[src/hdl/bba_pkg.sv]
package bba_pkg;

   // pool geometry default and fixed field widths
   localparam int LEVELS_DEFAULT = 10;
   localparam int UNITS_W        = 11;
   localparam int ADDR_W         = 10;
   localparam int STATUS_W       = 2;

   typedef enum logic {
      REQ_ALLOC = 1'b0,
      REQ_FREE  = 1'b1
   } req_kind_type;

   typedef enum logic [STATUS_W-1:0] {
      RSP_DONE      = 2'd0,
      RSP_NO_FIT    = 2'd1,
      RSP_NOT_FOUND = 2'd2
   } rsp_status_type;

   // datapath commands issued by the controller
   typedef enum logic [3:0] {
      CMD_NONE,
      CMD_CLEAR,
      CMD_LOAD,
      CMD_RD_ROOT,
      CMD_TAKE_ROOT,
      CMD_MARK,
      CMD_SPLIT,
      CMD_RD_KIDS,
      CMD_SEL,
      CMD_UP_RD,
      CMD_UP_WR,
      CMD_FAIL
   } cmd_type;

   typedef struct packed {
      cmd_type cmd;
      logic    out_load;
   } ctrl_type;

   typedef struct packed {
      logic clear_last;
      logic op_free;
      logic reject;
      logic at_target;
      logic cur_split;
      logic cur_occ;
      logic align_ok;
      logic at_root;
   } dp_status_type;

endpackage

[src/hdl/bba_ctrl.sv]
module bba_ctrl (
   input  logic                   clock,
   input  logic                   reset,
   input  logic                   req_valid,
   output logic                   req_ready,
   output logic                   rsp_valid,
   input  logic                   rsp_ready,
   input  bba_pkg::dp_status_type status,
   output bba_pkg::ctrl_type      ctrl
);

   typedef enum logic [8:0] {
      S_IDLE  = 9'b000000001,
      S_CLEAR = 9'b000000010,
      S_ROOT  = 9'b000000100,
      S_RCHK  = 9'b000001000,
      S_DOWN  = 9'b000010000,
      S_SEL   = 9'b000100000,
      S_UPRD  = 9'b001000000,
      S_UPWR  = 9'b010000000,
      S_DONE  = 9'b100000000
   } state_type;

   state_type state_ff, state_in;
   logic      rsp_valid_ff, rsp_valid_in;

   assign req_ready = (state_ff == S_IDLE);
   assign rsp_valid = rsp_valid_ff;

   // next state and command decode
   always_comb begin
      state_in      = state_ff;
      ctrl.cmd      = bba_pkg::CMD_NONE;
      ctrl.out_load = 1'b0;
      unique case (state_ff)
         S_CLEAR: begin
            ctrl.cmd = bba_pkg::CMD_CLEAR;
            if (status.clear_last) begin
               state_in = S_IDLE;
            end
         end
         S_IDLE: begin
            if (req_valid) begin
               ctrl.cmd = bba_pkg::CMD_LOAD;
               state_in = S_ROOT;
            end
         end
         S_ROOT: begin
            ctrl.cmd = bba_pkg::CMD_RD_ROOT;
            state_in = S_RCHK;
         end
         S_RCHK: begin
            if (status.reject) begin
               ctrl.cmd = bba_pkg::CMD_FAIL;
               state_in = S_DONE;
            end else begin
               ctrl.cmd = bba_pkg::CMD_TAKE_ROOT;
               state_in = S_DOWN;
            end
         end
         S_DOWN: begin
            if (!status.op_free) begin
               if (status.at_target) begin
                  ctrl.cmd = bba_pkg::CMD_MARK;
                  state_in = status.at_root ? S_DONE : S_UPRD;
               end else if (!status.cur_split) begin
                  ctrl.cmd = bba_pkg::CMD_SPLIT;
               end else begin
                  ctrl.cmd = bba_pkg::CMD_RD_KIDS;
                  state_in = S_SEL;
               end
            end else begin
               if (status.cur_occ && status.align_ok) begin
                  ctrl.cmd = bba_pkg::CMD_MARK;
                  state_in = status.at_root ? S_DONE : S_UPRD;
               end else if (status.cur_occ || !status.cur_split) begin
                  ctrl.cmd = bba_pkg::CMD_FAIL;
                  state_in = S_DONE;
               end else begin
                  ctrl.cmd = bba_pkg::CMD_RD_KIDS;
                  state_in = S_SEL;
               end
            end
         end
         S_SEL: begin
            ctrl.cmd = bba_pkg::CMD_SEL;
            state_in = S_DOWN;
         end
         S_UPRD: begin
            ctrl.cmd = bba_pkg::CMD_UP_RD;
            state_in = S_UPWR;
         end
         S_UPWR: begin
            ctrl.cmd = bba_pkg::CMD_UP_WR;
            state_in = status.at_root ? S_DONE : S_UPRD;
         end
         S_DONE: begin
            if (!rsp_valid_ff || rsp_ready) begin
               ctrl.out_load = 1'b1;
               state_in      = S_IDLE;
            end
         end
         default: begin
            state_in = S_IDLE;
         end
      endcase
   end

   assign rsp_valid_in = ctrl.out_load | (rsp_valid_ff & ~rsp_ready);

   always_ff @(posedge clock) begin
      if (reset) begin
         state_ff     <= S_CLEAR;
         rsp_valid_ff <= 1'b0;
      end else begin
         state_ff     <= state_in;
         rsp_valid_ff <= rsp_valid_in;
      end
   end

endmodule

[config.mk]
export PLATFORM = sky130hd
export DESIGN_NAME = bba_ctrl
export DESIGN_NICKNAME = d
export VERILOG_FILES = /design/src/hdl/bba_pkg.sv /design/src/hdl/bba_ctrl.sv
export SDC_FILE = /design/constraint.sdc
export NUM_CORES = 1
export LEC_CHECK = 0
export BUFFER_PORTS_ARGS = -buffer_cell sky130_fd_sc_hd__buf_2
export CAP_MARGIN = 20
export CORE_UTILIZATION = 35
export DETAILED_ROUTE_END_ITERATION = 10
export PLACE_DENSITY = 0.66
export SLEW_MARGIN = 10
export SYNTH_ARGS = -nofsm -noshare
export SYNTH_HDL_FRONTEND = slang
export SYNTH_SLANG_ARGS = --single-unit
[constraint.sdc]
create_clock -name clock -period 1.6 [get_ports clock]
set_input_delay 0.16 -clock clock [delete_from_list [all_inputs] [get_ports clock]]
set_output_delay 0.16 -clock clock [all_outputs]
set_load 0.01 [all_outputs]
==> flow_summary_export.csv <==
group,metric,value,unit
worst_setup_path,cp-end-kind,"output port",
grt,grt_util_met2,36.8,%
sta,skew,0.00449,ns
synthesis,seq_area_frac_synth,23.6,%
synthesis,synthTopCellsByCount,"dfxtp_1, nand3_1, buf_2, nand2_1, nor2_1",
synthesis,ys.warnings.count,0,
clock_network,root_buffer,"clkbuf_4",
layout,final_util,53.4,%
hold_path,hold_class,"in2reg",
layout,nNetsFinal,156,
grt,grt_pass1_vias,958,
run_status,outcome,"finished with violations",
grt,antenna_found_initial,0,
worst_setup_path,required,1.44,ns
layout,area_delta_synth_final,42.2,%
worst_setup_path,worstSetupPathType,"reg2out",
detailed_routing,vias,1029,
sta,hold_ws,0.0917,ns
clock_network,htreeDepth,1,
synthesis,syn_inst,112,
synthesis,synth.distinct_cells,40,
worst_setup_path,cp_cell_sequence,"nor3_4, nand2_4, or4_4, nand3_2, buf_6",
worst_setup_path,max_stage_delay,0.50,ns
die,core_area,2250,sq um
synthesis,yosys_most_used_dff,"dfxtp_1",
synthesis,synth.top_cell.area_share,23.6,%
synthesis,syn_avg_cell_area,7.56,sq um
detailed_routing,drc,0,
sta,slew_violations,0,
sta,clock.fmax,545,MHz
sta,min_period,1.84,ns
worst_setup_path,worstPathMaxFanout,4,
synthesis,synth.most_common_cell,"dfxtp_1",
detailed_routing,drt_wl_total,2620,um
placed_design,globalplace.congestion,0.915,
sta,worst_slack,-0.235,ns
die,die_y,51.2,um
grt,grt_pass1_wl,4340,um
synthesis,synth.cell_area,847,sq um
sta,setup_viol,4,
clock_network,clkLatencyLatePin,0.29,ns
detailed_routing,drt_pass1_iterations,4,
clock_network,cts_buffers,3,
die,die-width,51.2,um
die,row_count,17,
detailed_routing,vias_per_cell,6.02,
synthesis,ys_ff_latch,10,
worst_setup_path,worstPathArrival,1.68,ns
run,drv_cap,0,
synthesis,syn_nets,124,
layout,antenna_cells,0,
clock_network,cts.reportedPaths.clkPinSlew,0.07,ns
grt,grt_start_max_net_pins,11,
synthesis,synthArstFlopShare,0,%
die,start_util,37.6,%
placed_design,numPortBuffers,18,
worst_setup_path,start_kind,"register",
placed_design,place_hpwl,1870,um
power,power.leakage,0.000502,uW
synthesis,synth_area_leader_cell,"dfxtp_1",
grt,overflow,0,
grt,grt_use_met3,3.57,%
run_status,violations,"setup timing",
clock_network,cts_tree,"built",
worst_setup_path,cp_slowest_cell,"or4_4",
grt,grt.busiest_layer,"met2",
sta,worstMarginPinSlew,0.367,ns
clock_network,cts_sinks,10,
synthesis,synth_edf_count,0,
power,power_density,603,nW/um^2
sta,final-hold-violation-count,0,
detailed_routing,wl_per_cell,15.3,um
sta,slew_headroom,75.3,%
detailed_routing,ant_nets,0,
grt,grt_usage,22.9,%
sta,fin_crit_sh,115,%
die,die_area,2620,sq um
sta,rsz0062_at_grt,"yes",
detailed_routing,initialDrtViolationCount,34,
layout,final_layout_size_suffix_gt1_share,47.6,%
power,ir_drop,0.308,mV
die,top_level_ports,19,
clock_network,clock_path_buffers,2,
grt,grt_util_met1,27.6,%
synthesis,ys_top_cells_by_area,"dfxtp_1, nand3_1, nor3b_1",
==> where the power goes <==
| group | leakage, uW | switching, uW | total [uW] | internal [uW] |
|---|---|---|---|---|
| Combinational | 0.000395 | 107 | 199 | 92.2 |
| Clock | 0.0000210 | 114 | 253 | 139 |
| Sequential | 0.0000860 | 21.3 | 274 | 253 |
==> state kept, by name, indices dropped and copies added (netlist names) <==
signal     cells
rsp_valid      1
state_ff       9
==> cell usage in the layout (no fill, tap or decap), types with 2 or more instances in the layout <==
cell	n
and4_1	2
nor3_1	4
dfxtp_4	4
nand4_1	2
nor3b_2	2
clkbuf_4	3
nand3_1	7
buf_4	17
dfxtp_2	4
nor3_4	4
a21oi_1	3
or4_4	2
buf_2	16
nor2b_1	2
a41oi_2	2
nor3b_1	3
dfxtp_1	2
xor2_1	2
o2111ai_1	3
nor4_1	2
o211ai_1	4
inv_1	6
a31oi_1	2
o21ai_0	5
nand2b_1	2
nand2_1	6
buf_6	3
nor2_1	6
==> per-stage QoR <==
step	TNS (ns)	power (uW)	setup slack, ns	instances	instance area, sq um
after global placement	0	449	0.0397	161	1010
final	-0.815	727	-0.235	171	1200
after floorplan	0	387	0.0519	112	847
after CTS	-0.916	717	-0.258	170	1140
after global routing	-1.08	753	-0.283	171	1200
after detailed placement	0	452	0.00230	161	1010
==> area by class of cell <==
cell class | instances | area [sq um]
Fill cell | 220 | 1050
Clock buffer | 4 | 36.3
Multi-Input combinational cell | 87 | 649
Tap cell | 28 | 35.0
Timing Repair Buffer | 36 | 241
Inverter | 6 | 22.5
Sequential cell | 10 | 220
==> critical path, delay by kind of cell, from the launching register on <==
kind,cells,cell delay [ns]
flops,1,0.36
buf+inv,1,0.10
simple gates,4,0.91
==> what timing repair did <==
action / 4_1_cts / 5_1_grt
pin swaps: 4 / 4
endpoints found under the hold margin: 0 / 0
buffers inserted: 5 / 1
gates resized for setup: 14 / 17
hold buffers: 0 / 0
endpoints found under the setup margin: 9 / 11
==> metal layers <==
metal	vias to the layer above	part of all wire, %
li1	486	-
met1	478	40
met2	55	49
met3	10	7.9
met4	0	3.1
met5	-	0
==> cells by family (layout without fill, tap and decap cells) <==
kind of cell / count (synthesis) / in the layout / synth area share (%)
AND/OR/NAND/NOR: 57 / 57 / 41.2
AO/OA/AOI/OAI: 27 / 27 / 23.5
buffers and inverters: 15 / 46 / 8.57
flip-flops: 10 / 10 / 23.6
XOR/XNOR: 3 / 3 / 3.10
==> final timing paths <==
check	start	endpoint	slack, ns	cells after the start
worst max-delay path	state_ff[5]	ctrl[4]	-0.24	5
worst min-delay path	status[0]	state_ff[6]	0.09	2
worst max register to register	state_ff[5]	state_ff[8]	0.07	5
worst min register to register	state_ff[8]	state_ff[3]	0.65	3
Power figures use the tool's default switching activity.
